## config.mk

```make
export PLATFORM = sky130hd
export DESIGN_NAME = vpfd_deriv
export DESIGN_NICKNAME = d
export VERILOG_FILES = /design/src/hdl/vpfd_pkg.sv /design/src/hdl/vpfd_deriv.sv
export SDC_FILE = /design/constraint.sdc
export NUM_CORES = 2
export LEC_CHECK = 0
export BUFFER_PORTS_ARGS = -buffer_cell sky130_fd_sc_hd__buf_2
export CORE_MARGIN = 5
export CORE_UTILIZATION = 50
export CTS_CLUSTER_DIAMETER = 50
export DETAILED_ROUTE_END_ITERATION = 8
export PLACE_DENSITY = 0.8
export SLEW_MARGIN = 20
export SYNTH_ARGS = -nofsm -noshare
export SYNTH_HDL_FRONTEND = slang
export SYNTH_SLANG_ARGS = --single-unit
```

## constraint.sdc

```tcl
create_clock -name clk_i -period 12.26 [get_ports clk_i]
set_input_delay 1.839 -clock clk_i [delete_from_list [all_inputs] [get_ports clk_i]]
set_output_delay 1.839 -clock clk_i [all_outputs]
set_load 0.1 [all_outputs]
```

## src/hdl/vpfd_pkg.sv

```systemverilog
// Shared constants, stage item types and saturation helper for the velocity PID block.
`timescale 1ns / 1ps

package vpfd_pkg;

  // configuration register indexes
  localparam logic [2:0] CFG_MODE       = 3'd0;
  localparam logic [2:0] CFG_PROP_GAIN  = 3'd1;
  localparam logic [2:0] CFG_INTEG_GAIN = 3'd2;
  localparam logic [2:0] CFG_DERIV_POLE = 3'd3;
  localparam logic [2:0] CFG_DERIV_GAIN = 3'd4;
  localparam logic [2:0] CFG_LOWER      = 3'd5;
  localparam logic [2:0] CFG_UPPER      = 3'd6;

  // controller modes; the spare code acts as proportional only
  localparam logic [1:0] MODE_PID   = 2'd0;
  localparam logic [1:0] MODE_PI    = 2'd1;
  localparam logic [1:0] MODE_P     = 2'd2;
  localparam logic [1:0] MODE_P_ALT = 2'd3;

  // item actions
  localparam logic ACT_STEP  = 1'b0;
  localparam logic ACT_CLEAR = 1'b1;

  localparam logic signed [51:0] SAT_MAX = 52'sd2147483647;
  localparam logic signed [51:0] SAT_MIN = -52'sd2147483648;

  // after the difference stage
  typedef struct packed {
    logic               clear;
    logic               is_p;
    logic               is_pid;
    logic signed [32:0] err;
    logic signed [33:0] kp_op;   // error change, or error in P mode
    logic signed [32:0] dy;
  } diff_t;

  // after the product stage
  typedef struct packed {
    logic               clear;
    logic               is_p;
    logic               is_pid;
    logic signed [49:0] p_term;
    logic signed [48:0] i_term;
    logic signed [48:0] kd_term;
  } prod_t;

  // after the derivative filter stage
  typedef struct packed {
    logic               clear;
    logic               is_p;
    logic signed [49:0] p_term;
    logic signed [48:0] i_term;
    logic signed [32:0] dd;      // old filtered derivative minus new one
  } term_t;

  function automatic logic signed [31:0] sat32(input logic signed [51:0] v);
    logic signed [31:0] r;
    if (v > SAT_MAX) begin
      r = 32'sh7fffffff;
    end else if (v < SAT_MIN) begin
      r = 32'sh80000000;
    end else begin
      r = v[31:0];
    end
    return r;
  endfunction

endpackage

```

## src/hdl/vpfd_deriv.sv

```systemverilog
// Derivative filter stage: first-order filter state update and derivative change.
`timescale 1ns / 1ps

module vpfd_deriv (
  input  logic                clk_i,
  input  logic                rst_ni,
  input  logic [16:0]         deriv_pole_i,
  input  logic                up_valid_i,
  output logic                up_ready_o,
  input  vpfd_pkg::prod_t     up_item_i,
  output logic                dn_valid_o,
  output vpfd_pkg::term_t     dn_item_o,
  input  logic                dn_ready_i
);

  logic                 valid_q;
  vpfd_pkg::term_t      item_q, item_d;
  logic signed [31:0]   last_deriv_q;
  logic signed [49:0]   pole_prod;
  logic signed [33:0]   pole_term;
  logic signed [51:0]   u_sum;
  logic signed [31:0]   ud;
  logic signed [32:0]   dd;
  logic                 take;

  assign up_ready_o = !valid_q || dn_ready_i;
  assign take       = up_valid_i && up_ready_o;

  // filter loop closes here within the stage: pole * state + kd * dy, saturated
  assign pole_prod = $signed({1'b0, deriv_pole_i}) * last_deriv_q;
  assign pole_term = pole_prod[49:16];
  assign u_sum     = pole_term + up_item_i.kd_term;
  assign ud        = vpfd_pkg::sat32(u_sum);
  assign dd        = last_deriv_q - ud;

  always_comb begin
    item_d.clear  = up_item_i.clear;
    item_d.is_p   = up_item_i.is_p;
    item_d.p_term = up_item_i.p_term;
    item_d.i_term = up_item_i.i_term;
    item_d.dd     = up_item_i.is_pid ? dd : '0;
  end

  always_ff @(posedge clk_i or negedge rst_ni) begin
    if (!rst_ni) begin
      valid_q      <= 1'b0;
      last_deriv_q <= '0;
    end else begin
      if (up_ready_o) begin
        valid_q <= up_valid_i;
      end
      if (take) begin
        if (up_item_i.clear) begin
          last_deriv_q <= '0;
        end else if (up_item_i.is_pid) begin
          last_deriv_q <= ud;
        end
      end
    end
  end

  always_ff @(posedge clk_i) begin
    if (take) begin
      item_q <= item_d;
    end
  end

  assign dn_valid_o = valid_q;
  assign dn_item_o  = item_q;

endmodule

```

# [Yosys cells after proc, flatten, opt, wreduce, memory -nomap -nowiden]
# Cells that the tools add are included.
[totals] elab_cells=21 ff_bits=167
[classes] reduce_logical=5 multipliers=1 magnitude_cmp=2 muxes=4 n_addsub=2
[op_table] operator="two-way mux 32 bit" n=4
[op_table] operator="adder 34 x 49 -> 50 bit" n=1
[op_table] operator="> comparator 50 x 32 -> 1 bit, second input constant" n=1
[op_table] operator="< comparator 50 x 32 -> 1 bit, second input constant" n=1
[op_table] operator="multiplier 18 x 32 -> 50 bit" n=1
[op_table] operator="subtractor 32 x 32 -> 33 bit" n=1
[op_table] operator="AND reduction 2 bit" n=1
[op_table] operator="nonzero test 2 bit" n=1
[op_table] operator="logical AND 1 bit" n=1
[op_table] operator="zero test 1 bit" n=1
[op_table] operator="logical OR 1 bit" n=1

# [Logic depth before layout (Yosys ltp)]
[logic_depth] word_depth=7 ltp_mapped=55 mapped_depth_nobuf=51

# [Worst setup path before layout]
# Ideal clock, no wire load.
[synth_timing] path_kind="input to register" start="in deriv_pole_i[0]" end="reg item_q, in the netlist dn_item_o[31], data pin" path_slack_ns=-2.006 t_arrival_ns=14.004 setup_time_ns=0.263 required_ns=11.997 stages=49 path_buffers=2 cell_sequence="clkbuf_1 > nand2_1 > inv_1 > fa_1 > fa_1 > inv_1 > fa_1 > inv_1 > fa_1 > inv_1 > fa_1 > inv_1 > ha_1 > a21o_1 > a21o_1 > a21oi_1 > o21bai_1 > a21o_1 > [13 not listed] > o31ai_4 > a211oi_1 > nor3_2 > or4_4 > o31ai_1 > o221ai_1 > ha_1 > nor2b_1 > o31a_1 > or4_1 > a31o_2 > a31o_2 > a22o_1 > o21ba_2 > a21o_1 > o41ai_1 > o21ai_0 > mux2i_1"
[synth_between] elab_chain_cells=6 word_cells_on_any_way=7
[synth_lines] element="start, declared" line_no="vpfd_deriv.sv:7" text="input logic [16:0] deriv_pole_i,"
[synth_lines] element="multiplier 18 x 32 -> 50 bit *" line_no="vpfd_deriv.sv:30" text="assign pole_prod = $signed({1'b0, deriv_pole_i}) * last_deriv_q;"
[synth_lines] element="adder 34 x 49 -> 50 bit *" line_no="vpfd_deriv.sv:32" text="assign u_sum = pole_term + up_item_i.kd_term;"
[synth_lines] element="< comparator 50 x 32 -> 1 bit" line_no="vpfd_pkg.sv:61" text="end else if (v < SAT_MIN) begin"
[synth_lines] element="two-way mux 32 bit" line_no="vpfd_pkg.sv:61"
[synth_lines] element="two-way mux 32 bit *" line_no="vpfd_pkg.sv:59" text="if (v > SAT_MAX) begin"
[synth_lines] element="subtractor 32 x 32 -> 33 bit *" line_no="vpfd_deriv.sv:34" text="assign dd = last_deriv_q - ud;"
[synth_lines] element="end signal, assigned" line_no="vpfd_deriv.sv:64" text="item_q <= item_d;"
[synth_lines] element="end, declared" line_no="vpfd_deriv.sv:17" text="vpfd_pkg::term_t item_q, item_d;"
# Every way passes the cells marked *; elsewhere a longest branch is shown, timed or not.
# A chain may end at the register's enable or synchronous reset.

# [Final worst setup path]
[layout_timing] start="in deriv_pole_i[6]" end="reg item_q, in the netlist dn_item_o[32], data pin"
# The elaborated chain is that of the path after synthesis.

==> flow_summary.json <==
{
  "status": "complete, but fails checks",
  "violations": "DRC, setup timing",
  "area.growth.synth_to_final_pct": 29.4,
  "cp-end-kind": "register",
  "max_cap_violations": 0,
  "dr_total_vias": 27700,
  "clkTransAtPathRegs_ns": 0.08,
  "grt_use_met1_pct": 35.8,
  "drv_slew": 0,
  "slowest_stage": "fa_1",
  "worstMarginPinSlew_ns": 1.06,
  "fillCellCount": 4258,
  "ys_types": 85,
  "antenna_found_initial": 2,
  "grtUsageMet3_pct": 5.02,
  "synth-compound-area-share_pct": 9.68,
  "firstDrtPassIters": 9,
  "top_usage_layer": "met2",
  "muxShareOfSynthArea_pct": 0.301,
  "synth_top_area_cell": "fa_1",
  "io_pins": 308,
  "synth-simple-area-share_pct": 17.8,
  "min_period_over_period_pct": 114,
  "multi_input_area_um2": 23100,
  "cts-root-buf": "clkbuf_16",
  "clock_latency_ns": 0.44,
  "cts_num_sinks": 167,
  "fin_crit_ns": 13.96,
  "synth_top_area_share_pct": 34.9,
  "maxSlewHeadroom_pct": 29.1,
  "first_global_vias": 29300,
  "seq_area_um2": 4850,
  "place_congestion": 0.971,
  "path_class": "input port to register",
  "max_freq_mhz": 71.6,
  "yosysSeqAreaShare_pct": 16.2,
  "ant_nets": 0,
  "drt_iter0_markers": 2844,
  "die_w_um": 255,
  "post_drt_wl_per_cell_um": 21.2,
  "grt-ovfl-total": 0,
  "grt_max_degree": 85,
  "syn_area_per_cell_um2": 9.21,
  "synth_edf_count": 134,
  "drcViolationCount": 8,
  "synth_area_um2": 29900,
  "use_met2_pct": 51.6,
  "dieArea_um2": 64800,
  "cp_data_arrival_time_ns": 14.21,
  "cts_max_level": 4,
  "ys_seq_elements": 167,
  "die_h_um": 255,
  "timing.hold.ws_ns": 0.550,
  "routed_via_density": 5.75,
  "worst_hold_path_type": "register to register",
  "final_layout_size_suffix_gt1_share_pct": 29.5,
  "synth_xor_area_share_pct": 2.69,
  "crit_fanout": 5,
  "path_common_cell": "fa_1",
  "setup_viol": 27,
  "synth-main-ff-cell": "edfxtp_1",
  "setup_ws_ns": -1.70,
  "io_buffers": 307,
  "ys_warn_count": 0,
  "placementRows": 89,
  "core-area_um2": 59100,
  "finalHoldViolCount": 0,
  "layout_common_cells": "610 x inv_1, 558 x buf_4, 496 x fa_1, 410 x nand2_1, 295 x buf_2",
  "clock_skew_ns": 0.00728,
  "synth_top_family_by_area": "adder cells",
  "dp_hpwl_mm": 77.2,
  "synth_cells": 3245,
  "cts_tree": "yes",
  "start_kind": "input port",
  "async_flop_share_pct": 19.8,
  "cp.required_ns": 12.51,
  "layout.nets": 4909,
  "routed_wl_mm": 102,
  "track_usage_pct": 29.8,
  "cts_inserted_buffers": 17,
  "max_stage_delay_ns": 0.55,
  "synth_fa_ha_area_share_pct": 43.1,
  "ys_top_cells_by_area": "fa_1 35%, edfxtp_1 13%, ha_1 8.2%, inv_1 7.9%, nand2_1 5.3%",
  "mostFrequentLayoutCell": "inv_1",
  "syn_nets": 4135,
  "grt_first_pass_wirelength_mm": 152,
  "start_util_pct": 50.6,
  "rsz0062_at_grt": "true",
  "cts.path.max_buffers": 2
}
[registers in the layout, indices dropped and copies added, names as in the netlist]
name and cells:
dn_valid_o 1, dn_item_o 134, last_deriv_q 32
[cell usage after synthesis (all sizes together), types with 35 or more instances]
library cell / number
inv: 632
clkbuf: 141
edfxtp: 134
fa: 521
and2: 236
o21ai: 62
xnor2: 56
nand2: 421
nor2: 126
ha: 197
nor4: 35
a21o: 55
xor2: 36
a21oi: 108
[kinds of logic (layout without fill, tap and decap cells)]
logic type | after synthesis | in the layout
buffers and inverters | 794 | 1580
adder cells (fa/ha/maj) | 718 | 718
multiplexers | 8 | 8
XOR/XNOR | 92 | 93
AND/OR/NAND/NOR | 1041 | 1041
other | 0 | 3
flip-flops | 167 | 167
AO/OA/AOI/OAI | 425 | 425
[worst max-delay path, delay by kind of cell]
family | cells | cell delay (ns)
AND/OR/NAND/NOR | 14 | 3.08
adder cells (fa/ha/maj) | 10 | 4.15
XOR/XNOR | 1 | 0.07
AO/OA/AOI/OAI | 19 | 4.33
buffers and inverters | 8 | 0.71
[cell type report]
| class | count | area share, % |
|---|---|---|
| multi-input combinational | 2285 | 59.6 |
| antenna | 3 | 0.0194 |
| tap | 773 | 2.50 |
| timing repair buffer | 916 | 17.6 |
| sequential | 167 | 12.5 |
| clock inverter | 15 | 0.472 |
| clock buffer | 17 | 1.10 |
| inverter | 632 | 6.14 |
[timing repair]
action / 4_1_cts / 5_1_grt
hold buffers: 0 / 0
setup endpoints to repair: 29 / 30
pin swaps: 95 / 97
setup buffers: 34 / 17
cloned: 10 / 3
resized for setup: 146 / 96
[stage by stage]
step	TNS [ns]	setup slack [ns]	cells	cell area (um2)	utilization, %
global route	-36.01	-1.90	4806	38700	65.4
detailed placement	-43.71	-2.20	4729	36500	61.7
finish	-30.08	-1.70	4808	38700	65.4
global placement	-37.96	-1.91	4729	36500	61.7
floorplan	-13.12	-1.12	3245	30300	-
CTS	-17.37	-1.12	4798	38200	64.6
[metal layers]
metal / vias up / share of wire, % / routed length [um]
met5: - / 0.013 / 13
met4: 2 / 7.0 / 7160
met3: 536 / 9.1 / 9220
met2: 1651 / 49 / 50200
met1: 13600 / 35 / 35100
li1: 11900 / - / -
[final timing paths]
| kind | from | to | slack [ns] | cells after the start |
|---|---|---|---|---|
| setup / recovery | deriv_pole_i[6] | dn_item_o[32]$_SDFFCE_PN0P_ | -1.70 | 52 |
| hold / removal | dn_valid_o$_DFFE_PN0N_ | dn_valid_o$_DFFE_PN0N_ | 0.55 | 2 |
| setup reg to reg | last_deriv_q[17]$_DFFE_PN0P_ | dn_item_o[32]$_SDFFCE_PN0P_ | -0.90 | 49 |
| hold reg to reg | dn_valid_o$_DFFE_PN0N_ | dn_valid_o$_DFFE_PN0N_ | 0.55 | 2 |
| max in group asynchronous | rst_ni | last_deriv_q[28]$_DFFE_PN0P_ | 10.22 | 1 |
| min in group asynchronous | rst_ni | dn_valid_o$_DFFE_PN0N_ | 1.50 | 1 |
Power is left out: the tool's default activity adds up to more than one toggle a clock period on the data nets, which glitch-free logic cannot reach.
