===== config.mk =====
export PLATFORM = sky130hd
export DESIGN_NAME = vpfd_front
export DESIGN_NICKNAME = d
export VERILOG_FILES = /design/src/hdl/vpfd_pkg.sv /design/src/hdl/vpfd_front.sv
export SDC_FILE = /design/constraint.sdc
export NUM_CORES = 1
export LEC_CHECK = 0
export BUFFER_PORTS_ARGS = -buffer_cell sky130_fd_sc_hd__buf_2
export CORE_ASPECT_RATIO = 1.5
export CORE_MARGIN = 2
export CORE_UTILIZATION = 45
export DETAILED_ROUTE_END_ITERATION = 12
export PLACE_DENSITY = 0.65
export SLEW_MARGIN = 20
export SYNTH_ARGS = -nofsm -noshare
export SYNTH_HDL_FRONTEND = slang
export SYNTH_SLANG_ARGS = --single-unit

===== constraint.sdc =====
create_clock -name clk_i -period 9 [get_ports clk_i]
set_input_delay 0.9 -clock clk_i [delete_from_list [all_inputs] [get_ports clk_i]]
set_output_delay 0.9 -clock clk_i [all_outputs]
set_load 0.005 [all_outputs]

===== src/hdl/vpfd_pkg.sv =====
// Shared constants, stage item types and saturation helper for the velocity PID block.
`timescale 1ns / 1ps

package vpfd_pkg;

  // configuration register indexes
  localparam logic [2:0] CFG_MODE       = 3'd0;
  localparam logic [2:0] CFG_PROP_GAIN  = 3'd1;
  localparam logic [2:0] CFG_INTEG_GAIN = 3'd2;
  localparam logic [2:0] CFG_DERIV_POLE = 3'd3;
  localparam logic [2:0] CFG_DERIV_GAIN = 3'd4;
  localparam logic [2:0] CFG_LOWER      = 3'd5;
  localparam logic [2:0] CFG_UPPER      = 3'd6;

  // controller modes; the spare code acts as proportional only
  localparam logic [1:0] MODE_PID   = 2'd0;
  localparam logic [1:0] MODE_PI    = 2'd1;
  localparam logic [1:0] MODE_P     = 2'd2;
  localparam logic [1:0] MODE_P_ALT = 2'd3;

  // item actions
  localparam logic ACT_STEP  = 1'b0;
  localparam logic ACT_CLEAR = 1'b1;

  localparam logic signed [51:0] SAT_MAX = 52'sd2147483647;
  localparam logic signed [51:0] SAT_MIN = -52'sd2147483648;

  // after the difference stage
  typedef struct packed {
    logic               clear;
    logic               is_p;
    logic               is_pid;
    logic signed [32:0] err;
    logic signed [33:0] kp_op;   // error change, or error in P mode
    logic signed [32:0] dy;
  } diff_t;

  // after the product stage
  typedef struct packed {
    logic               clear;
    logic               is_p;
    logic               is_pid;
    logic signed [49:0] p_term;
    logic signed [48:0] i_term;
    logic signed [48:0] kd_term;
  } prod_t;

  // after the derivative filter stage
  typedef struct packed {
    logic               clear;
    logic               is_p;
    logic signed [49:0] p_term;
    logic signed [48:0] i_term;
    logic signed [32:0] dd;      // old filtered derivative minus new one
  } term_t;

  function automatic logic signed [31:0] sat32(input logic signed [51:0] v);
    logic signed [31:0] r;
    if (v > SAT_MAX) begin
      r = 32'sh7fffffff;
    end else if (v < SAT_MIN) begin
      r = 32'sh80000000;
    end else begin
      r = v[31:0];
    end
    return r;
  endfunction

endpackage


===== src/hdl/vpfd_front.sv =====
// Input stage: error, error change and measurement change, plus reference/measurement history.
`timescale 1ns / 1ps

module vpfd_front (
  input  logic                clk_i,
  input  logic                rst_ni,
  input  logic [1:0]          mode_i,
  input  logic                up_valid_i,
  output logic                up_ready_o,
  input  logic                action_i,
  input  logic signed [31:0]  reference_i,
  input  logic signed [31:0]  measurement_i,
  output logic                dn_valid_o,
  output vpfd_pkg::diff_t     dn_item_o,
  input  logic                dn_ready_i
);

  logic                 valid_q;
  vpfd_pkg::diff_t      item_q, item_d;
  logic signed [31:0]   last_ref_q, last_meas_q;
  logic signed [32:0]   err, dy;
  logic signed [33:0]   derr;
  logic                 take, is_p;

  assign is_p       = (mode_i == vpfd_pkg::MODE_P) || (mode_i == vpfd_pkg::MODE_P_ALT);
  assign up_ready_o = !valid_q || dn_ready_i;
  assign take       = up_valid_i && up_ready_o;

  assign err  = reference_i - measurement_i;
  assign derr = err - last_ref_q + last_meas_q;
  assign dy   = measurement_i - last_meas_q;

  always_comb begin
    item_d.clear  = (action_i == vpfd_pkg::ACT_CLEAR);
    item_d.is_p   = is_p;
    item_d.is_pid = (mode_i == vpfd_pkg::MODE_PID);
    item_d.err    = err;
    item_d.kp_op  = is_p ? 34'(err) : derr;
    item_d.dy     = dy;
  end

  always_ff @(posedge clk_i or negedge rst_ni) begin
    if (!rst_ni) begin
      valid_q     <= 1'b0;
      last_ref_q  <= '0;
      last_meas_q <= '0;
    end else begin
      if (up_ready_o) begin
        valid_q <= up_valid_i;
      end
      if (take) begin
        if (action_i == vpfd_pkg::ACT_CLEAR) begin
          last_ref_q  <= '0;
          last_meas_q <= '0;
        end else if (!is_p) begin
          last_ref_q  <= reference_i;
          last_meas_q <= measurement_i;
        end
      end
    end
  end

  always_ff @(posedge clk_i) begin
    if (take) begin
      item_q <= item_d;
    end
  end

  assign dn_valid_o = valid_q;
  assign dn_item_o  = item_q;

endmodule


== Word-level counts from Yosys, hierarchy flattened ==
Cells that the tools add are included.
Cells by class
  add/sub/neg operators: 4
  multiplexer cells: 5
  equal/unequal tests: 3
  reductions and logical operators: 6
Operators by type and width (number)
  two-way mux 32 bit: 4
  subtractor 32 x 32 -> 33 bit: 2
  adder 34 x 32 -> 34 bit: 1
  two-way mux 34 bit: 1
  subtractor 33 x 32 -> 34 bit: 1
  equality test 2 bit, second input constant: 2
  logical NOT 2 bit: 1
  logical OR 1 bit: 2
  != test 2 bit, second input constant: 1
  AND reduction 2 bit: 1
  logical AND 1 bit: 1
  logical NOT 1 bit: 1
Word-level totals
  logic and storage cells: 27
  bits in registers: 168

== Depth between registers and ports, before layout ==
Gate-level depths: netlist of run 1.
  word-level depth: 4
  depth in mapped cells: 26
  mapped depth without buffers: 25

== Least setup slack after synthesis of run 1 ==
Ideal clock, no wire load.
  path type: input-to-reg
  start: input port reference_i[0]
  end: register item_q, in the netlist dn_item_o[64] (data pin)
  slack: 3259 ps
  arrival time: 5471 ps
  cell stages on the path: 24
  cell sequence: inv_1 > ha_1 > fa_1 > nor2b_1 > o31a_1 > o22ai_2 > o21ai_0 > nand2_1 > o21ai_0 > xor2_1 > inv_1 > fa_1 > inv_1 > ha_1 > a21o_1 > o21bai_1 > a31o_2 > a211oi_1 > o31ai_2 > a311oi_2 > o2111ai_1 > a21oi_1 > xor2_1 > o211ai_1
RTL lines
  start, declared: line vpfd_front.sv:11  | input logic signed [31:0] reference_i,
  end signal, assigned: line vpfd_front.sv:65  | item_q <= item_d;
  end, declared: line vpfd_front.sv:19  | vpfd_pkg::diff_t item_q, item_d;

==> results_dict.tcl, run 1 <==
set metrics [dict create \
    status "complete, no violations" \
    relSlewSlack_pct 37.4 \
    tns_ns 0 \
    critPathRequiredTime_ns 9.18 \
    drtPass1Iterations 5 \
    hold_buffers 0 \
    endpoint_kind "flip-flop" \
    wirelength_microns 30400 \
    die_w_microns 137 \
    synth_warnings 0 \
    portBuffers 175 \
    syn_to_final_growth_pct 14.9 \
    ios 176 \
    ys.flop_type "edfxtp_1" \
    grt_usage_pct 22.8 \
    vias_per_cell 5.36 \
    die-area_sq_um 27800 \
    grt_pass1_vias 9407 \
    clock_path_buffers 2 \
    finalNonFillerCells 1749 \
    maxSlewViolCount 0 \
    root_buffer "clkbuf_16" \
    worstHoldPathType "reg2reg" \
    drc_errors 0 \
    final_antenna_net_count 0 \
    syn_area_sq_um 11900 \
    synth-seq-area-share_pct 39.7 \
    synth_area_leaders "edfxtp_1 26%, dfrtp_1 14%, ha_1 10%" \
    cp_max_fo 6 \
    power-per-cell-area_nw_per_um2 250 \
    cts_resized 0 \
    ir_drop_v 0.000162 \
    cp_slowest_stage_delay_ns 0.48 \
    rrSetupSlack_ns 4.78 \
    grt_max_degree 73 \
    num_rows 72 \
    antenna_found_initial 0 \
    overflow 0 \
    crit_arrival_ns 6.36 \
    post_cts_buffers 0 \
    synth_commonest_cells "179 x inv_1, 114 x nand2_1, 103 x edfxtp_1" \
    place.gp.congestion 0.873 \
    synth-edff-count 103 \
    yosys.cell_types.count 64 \
    max-cap-violations 0 \
    path_clk_slew_ns 0.06 \
    numCtsBuffers 17 \
    vias 9366 \
    synth_top_area_share_pct 26.0 \
    nets 1607 \
    cts_sinks 168 \
    clock_latency_ns 0.46 \
    cpMaxStageDelayCell "fa_1" \
    synth-seq-cells 168 \
    place_inst 1717 \
    place_hpwl_microns 23500 \
    cts-htree-levels 4 \
    coreArea_sq_um 25900 \
    drive_above_1_share_pct 16.1 \
    cts_tree "yes" \
    period_share_pct 68.6 \
    finClkSkew_ns 0.00682 \
    drt_iter0_drc 458 \
    rsz0062_at_grt "no" \
    synth.largest_area_cell "edfxtp_1" \
    hold_slack_ns 0.475 \
    n_antenna_cell 0 \
    cp-start-kind "input port" \
    hold_viol 0 \
    initial_utilization_pct 46.0 \
    syn_avg_cell_area_sq_um 9.56 \
    syn_inst 1243 \
    setup_viol 0 \
    tightest_slew_ns 0.939 \
    p_total_uw 3420 \
    grt_pass1_wl_microns 48300 \
    synthMostInstantiatedCell "inv_1" \
    synthArstFlopShare_pct 38.7 \
    dieHeight_microns 203 \
    power_leakage_uw 0.00635 \
    syn_nets 1447 \
    period_minus_slack_ns 6.18 \
    crit_type "in2reg" \
    cpMostUsedCell "inv_1" \
    fmaxAchievable_ghz 0.162 \
    wire_per_inst_microns 17.4 \
]
[layer usage]
metal	up-vias	wire length (microns)	share of wire (%)	track usage [%]
li1	4628	-	-	-
met1	4452	12400	41	26.7
met2	226	15800	52	40.6
met3	60	1020	3.4	3.05
met4	0	1110	3.7	10.6
met5	-	0	0	0
[cells by family (layout without fill, tap and decap cells)]
logic type / after synthesis / after routing / share of synthesized area [%]
AO/OA/AOI/OAI: 345 / 345 / 18.8
AND/OR/NAND/NOR: 285 / 285 / 11.5
buffers and inverters: 221 / 394 / 6.98
flip-flops: 168 / 168 / 39.7
adder cells (fa/ha/maj): 133 / 133 / 16.2
XOR/XNOR: 85 / 85 / 6.26
multiplexers: 6 / 6 / 0.526
[stage by stage]
| stage | cell area, sq um | util, % | setup slack (ns) |
|---|---|---|---|
| 5_1_grt | 13700 | 52.8 | 2.43 |
| 6_report | 13700 | 52.8 | 2.82 |
| 2_1_floorplan | 11900 | - | 3.26 |
| 3_3_place_gp | 13100 | 50.6 | 2.50 |
| 3_5_place_dp | 13100 | 50.6 | 2.40 |
| 4_1_cts | 13700 | 52.8 | 2.87 |
[final timing paths]
check                                     start         endpoint  depth (start not counted)
min in group asynchronous                rst_ni  last_meas_q[15]                          2
worst max register to register   last_meas_q[1]    dn_item_o[31]                         12
worst min register to register  last_meas_q[17]  last_meas_q[17]                          2
worst min-delay path            last_meas_q[17]  last_meas_q[17]                          2
max in group asynchronous                rst_ni   last_meas_q[2]                          2
worst max-delay path             reference_i[0]    dn_item_o[64]                         25
[registers in the layout, indices dropped and copies added, names as in the netlist]
name / count
dn_valid_o: 1
last_ref_q: 32
dn_item_o: 103
last_meas_q: 32
[power breakdown]
group	total (uW)	internal (uW)	leakage [uW]	switching [uW]
Clock	718	391	0.000269	327
Combinational	1650	689	0.00426	965
Sequential	1050	1000	0.00183	48.5
Total	3420	2080	0.00635	1340
[cells in the final DEF (no fill, tap or decap), types with 17 or more instances in the layout]
| cell type | count |
|---|---|
| a21o_1 | 43 |
| a21oi_1 | 92 |
| buf_2 | 175 |
| clkbuf_16 | 17 |
| dfrtp_1 | 65 |
| edfxtp_1 | 103 |
| fa_1 | 35 |
| ha_1 | 98 |
| inv_1 | 179 |
| nand2_1 | 114 |
| nand2b_1 | 44 |
| nor2_1 | 51 |
| nor2b_1 | 17 |
| o21ai_0 | 75 |
| o31ai_1 | 40 |
| xnor2_1 | 43 |
| xor2_1 | 42 |
[final cells by class]
type,count,area [sq um]
multi-input combinational,854,6350
clock buffer,20,447
clock inverter,12,119
tap,333,417
inverter,180,676
sequential,168,4720
fill,2383,12200
timing repair buffer,182,928
[critical path, delay by kind of cell]
kind / cells / cell delay, ns
buffers and inverters: 4 / 0.23
xor gates and xnor gates: 2 / 0.42
AOI/OAI and AO/OA: 13 / 2.93
and+or+nand+nor: 2 / 0.36
adders and majority gates: 4 / 1.50
No activity file was read; power rests on OpenSTA's default activity.
==> run 2, diff against run 1 <==
Clock period 9 ns to 6.4 ns, I/O delays scaled along.
==> run 2 against run 1 <==
Against the previous run:
- design area increased by 0.81%
- sequential share of layout area decreased by 0.28 points
- final cell count increased by 0.29%
- sequential power increased by 41%
- combinational power increased by 42%
- clock power increased by 59%
- critical endpoint is now dn_item_o[63]
- highest routed layer unchanged
==> results_dict.tcl, run 2 (synthesis results as in run 1) <==
set metrics [dict create \
    grt_max_degree 69 \
    cts-htree-levels 4 \
    drt_iter0_drc 505 \
    path_clk_slew_ns 0.07 \
    crit_chain "buf_2 > ha_1 > o211ai_1 > a21oi_1 > o41a_1 > a211oi_2 > o21ai_1 > o21a_1 > nor2_1 > xnor2_1 > inv_1 > fa_1 > inv_1 > ha_1 > a21oi_1 > o21ai_0 > a2111oi_0 > o211ai_1 > a21oi_1 > o21ai_0 > a21oi_1 > o21ai_0 > and4_1 > a211oi_1" \
    cts_tree "yes" \
    r2r_start "last_meas_q[1]" \
    place_inst 1722 \
    worstRegToRegCells 12 \
    largest_register_ffs 103 \
    status "complete, no violations" \
    endpoint_kind "flip-flop" \
    grt_usage_pct 22.9 \
    final_common_cell "inv_1" \
    grt_pass1_wl_microns 48600 \
    antenna_found_initial 0 \
    cp_slowest_stage_delay_ns 0.54 \
    layout_common_cells "179 x inv_1, 175 x buf_2, 114 x nand2_1" \
    power-per-cell-area_nw_per_um2 360 \
    cp-start-kind "input port" \
    die_w_microns 137 \
    finalNonFillerCells 1754 \
    cpMostUsedCell "a21oi_1" \
    cpMaxStageDelayCell "a2111oi_0" \
    hold_buffers 0 \
    finClkSkew_ns 0.00786 \
    r2r-end "dn_item_o[31]" \
    cp_max_fo 7 \
    fill_cells 2437 \
    drc_errors 0 \
    final_antenna_net_count 0 \
    maxSlewViolCount 0 \
    dieHeight_microns 203 \
    vias_per_cell 5.36 \
    portBuffers 175 \
    setup_viol 0 \
    cts_sinks 168 \
    wirelength_microns 30700 \
    numCtsBuffers 17 \
    ir_drop_v 0.000213 \
    clock_path_buffers 2 \
    max-cap-violations 0 \
    drive_above_1_share_pct 16.4 \
    num_rows 72 \
    met3_length_microns 1110 \
    drtPass1Iterations 5 \
    critPathRequiredTime_ns 6.68 \
    wire_per_inst_microns 17.5 \
    drt-met1-wl_microns 12300 \
    crit_arrival_ns 6.08 \
    rrSetupSlack_ns 2.12 \
    root_buffer "clkbuf_16" \
    worstHoldPathType "in2async" \
    grt_pass1_vias 9416 \
    period_minus_slack_ns 5.80 \
    crit_type "in2reg" \
    tightest_slew_ns 0.923 \
    hold_viol 0 \
    rsz0062_at_grt "no" \
    place_hpwl_microns 23800 \
    syn_to_final_growth_pct 15.8 \
    die-area_sq_um 27800 \
    vias 9393 \
    coreArea_sq_um 25900 \
    tns_ns 0 \
    nets 1612 \
    power_leakage_uw 0.00641 \
    clock_latency_ns 0.45 \
    relSlewSlack_pct 38.5 \
    place.gp.congestion 0.875 \
    n_antenna_cell 0 \
    top_layer "met4" \
    period_share_pct 90.7 \
    post_cts_buffers 0 \
    fmaxAchievable_ghz 0.172 \
    overflow 0 \
    initial_utilization_pct 46.0 \
    ios 176 \
    cts_resized 0 \
    dr_wl_met2_microns 16600 \
]
## run 2: cell count changes in the layout (fill, tap and decap cells not counted), moves of 2 or more
| cell | before | now |
|---|---|---|
| inv_6 | 3 | 0 |
| clkinv_4 | 5 | 3 |
| bufinv_16 | 1 | 5 |
| buf_4 | 7 | 12 |
| clkinv_2 | 0 | 2 |
## run 2: final cells by class
class	instances	area (sq um)	share of cell area, %
tap	333	417	3.03
sequential	168	4720	34.3
clock inverter	12	201	1.46
timing repair buffer	187	966	7.02
clock buffer	20	437	3.17
inverter	180	676	4.91
multi-input combinational	854	6350	46.1
## run 2: worst max-delay path by stage
stage / from / end / slack, ns / cells past startpoint
after floorplan: reference_i[0] / dn_item_o[64] / 0.92 / 24
after global placement: reference_i[2] / dn_item_o[63] / 0.24 / 24
after detailed placement: reference_i[2] / dn_item_o[63] / 0.11 / 24
after CTS: reference_i[2] / dn_item_o[63] / 0.58 / 24
after global routing: measurement_i[2] / dn_item_o[63] / 0.06 / 25
final: reference_i[2] / dn_item_o[63] / 0.60 / 24
## run 2: stage by stage
step	power [uW]	utilization (%)	setup WS, ns	instance area (sq um)	hold slack (ns)
5_1_grt	5350	53.3	0.0598	13800	0.399
2_1_floorplan	3180	-	0.919	11900	0.344
3_5_place_dp	3840	50.8	0.105	13100	0.466
6_report	4960	53.3	0.598	13800	0.400
4_1_cts	5000	53.3	0.577	13800	0.374
3_3_place_gp	3820	50.8	0.241	13100	0.458
## run 2: metal layers
layer / vias to the layer above / GRT usage [%]
met5: - / 0
met4: 0 / 8.15
met3: 38 / 3.30
met2: 205 / 41.8
met1: 4515 / 26.8
li1: 4635 / -
## run 2: where the power goes
group          leakage (uW)  total (uW)  switching (uW)  internal, uW
Sequential          0.00183        1480            70.4          1410
Combinational       0.00428        2340            1360           981
Clock              0.000304        1140             449           692
## run 2: critical path: cells and delay by family
kind,cells,cell delay (ns)
xor+xnor,1,0.15
simple gates,2,0.33
buf+inv,3,0.25
compound gates,15,3.49
fa+ha+maj,3,1.21
==> run 3, diff against run 2 <==
Settings changed: CELL_PAD_IN_SITES_DETAIL_PLACEMENT from default to 1, CELL_PAD_IN_SITES_GLOBAL_PLACEMENT from default to 1, CTS_CLUSTER_SIZE from default to 10, PLACE_DENSITY 0.65 to default, PLACE_DENSITY_LB_ADDON from default to 0.1.
==> run 3 against run 2 <==
Against the previous run:
- critical path depth grew 1
- combinational power grew 2%
- register-to-register slack lost 0.14 ns
- worst hold slack gained 0.0034 ns
- utilization shrank 0.25 points
- sequential power is essentially flat
- largest cell class unchanged
- largest power group unchanged
==> results_dict.tcl, run 3 (synthesis results as in run 1) <==
set metrics [dict create \
    status "complete, no violations" \
    grt_pass1_wl_microns 53000 \
    power-per-cell-area_nw_per_um2 357 \
    clock_path_buffers 2 \
    hold_slack_ns 0.403 \
    cts-htree-levels 4 \
    drc_errors 0 \
    wire_per_inst_microns 19.0 \
    power_leakage_uw 0.00638 \
    n_antenna_cell 0 \
    cts_resized 0 \
    layout_common_cells "179 x inv_1, 175 x buf_2, 114 x nand2_1" \
    relSlewSlack_pct 33.4 \
    drtPass1Iterations 5 \
    dieHeight_microns 203 \
    antenna_found_initial 0 \
    crit_arrival_ns 6.01 \
    place.gp.congestion 0.836 \
    grt_max_degree 67 \
    nets 1613 \
    fmaxAchievable_ghz 0.172 \
    drt_iter0_drc 296 \
    fill_cells 3075 \
    final_common_cell "inv_1" \
    switchingPower_uw 1920 \
    clock_latency_ns 0.46 \
    final_antenna_net_count 0 \
    cp-start-kind "input port" \
    vias_per_cell 5.43 \
    cp_max_fo 5 \
    ios 176 \
    largest_register_ffs 103 \
    die-area_sq_um 27800 \
    worstHoldPathType "in2reg" \
    overflow 0 \
    pre_cts_slack_ns 0.0930 \
    die_w_microns 137 \
    p_total_uw 4890 \
    place_hpwl_microns 25700 \
    vias 9523 \
    endpoint_kind "flip-flop" \
    numCtsBuffers 17 \
    finClkSkew_ns 0.00805 \
    portBuffers 175 \
    drive_above_1_share_pct 16.3 \
    grt_usage_pct 24.9 \
    rsz0062_at_grt "no" \
    hold_viol 0 \
    crit_type "in2reg" \
    wirelength_microns 33400 \
    p_seq_share_pct 30.2 \
    max-cap-violations 0 \
    tightest_slew_ns 0.991 \
    power_frac_comb_pct 48.7 \
    syn_to_final_growth_pct 15.3 \
    cts_tree "yes" \
    maxSlewViolCount 0 \
    hold_buffers 0 \
    num_rows 72 \
    grt_pass1_vias 10232 \
    layout_setup_ws_ns 0.580 \
    root_buffer "clkbuf_16" \
    post_cts_buffers 0 \
    p_sw_share_pct 39.3 \
    p_clk_share_pct 21.0 \
    cts_sinks 168 \
    period_minus_slack_ns 5.82 \
    setup_viol 0 \
    ir_drop_v 0.000243 \
    coreArea_sq_um 25900 \
    path_clk_slew_ns 0.07 \
    initial_utilization_pct 46.0 \
    tns_ns 0 \
    period_share_pct 90.9 \
    p_int_uw 2970 \
    critPathRequiredTime_ns 6.59 \
]
[run 3: power by group through the flow]
stage	clock [uW]	combinational [uW]	sequential, uW
CTS	1060	2400	1480
global placement	0	2330	1500
floorplan	0	1680	1510
finish	1030	2380	1480
detailed placement	0	2380	1500
global route	1080	2670	1500
[run 3: layout make-up]
cell class / count / area [sq um] / share of cell area, %
Multi-Input combinational cell: 854 / 6350 / 46.4
Clock inverter: 12 / 130 / 0.950
Clock buffer: 20 / 437 / 3.19
Inverter: 180 / 676 / 4.93
Timing Repair Buffer: 188 / 973 / 7.10
Tap cell: 333 / 417 / 3.04
Sequential cell: 168 / 4720 / 34.4
[run 3: worst paths after layout]
kind / cells after the start / from / end / slack, ns
setup / recovery: 25 / reference_i[0] / dn_item_o[65] / 0.58
hold / removal: 2 / up_valid_i / dn_valid_o / 0.40
setup reg to reg: 12 / last_meas_q[1] / dn_item_o[31] / 1.98
hold reg to reg: 2 / last_meas_q[27] / last_meas_q[27] / 0.48
max in group asynchronous: 2 / rst_ni / last_meas_q[1] / 5.34
min in group asynchronous: 2 / rst_ni / last_meas_q[15] / 0.42
[run 3: per-stage QoR]
stage	utilization, %	std cells	cell area, sq um
6_report	53.0	1755	13700
4_1_cts	53.0	1755	13700
5_1_grt	53.0	1755	13700
3_3_place_gp	50.8	1723	13100
2_1_floorplan	-	1243	11900
3_5_place_dp	50.8	1723	13100
[run 3: routing by layer]
metal	vias up	wire [microns]	track usage, %	share of wire, %
met5	-	0	0	0
met4	0	1050	9.78	3.1
met3	53	1010	3.37	3.0
met2	179	17600	45.2	53
met1	4663	13700	29.1	41
li1	4628	-	-	-
[run 3: worst max-delay path, cell delays in order]
cell	delay, ns
buf_2	0.07
inv_1	0.05
ha_1	0.22
fa_1	0.41
nor2b_1	0.19
o31a_1	0.21
o22ai_2	0.14
o21ai_0	0.38
nand2_1	0.19
o21ai_0	0.23
xor2_1	0.21
inv_1	0.08
fa_1	0.48
inv_1	0.05
ha_1	0.30
buf_4	0.16
and3_1	0.15
a221oi_1	0.37
o21ai_0	0.15
a21oi_1	0.22
o21ai_0	0.21
a221o_1	0.40
a41oi_1	0.25
xor2_1	0.16
mux2i_1	0.08
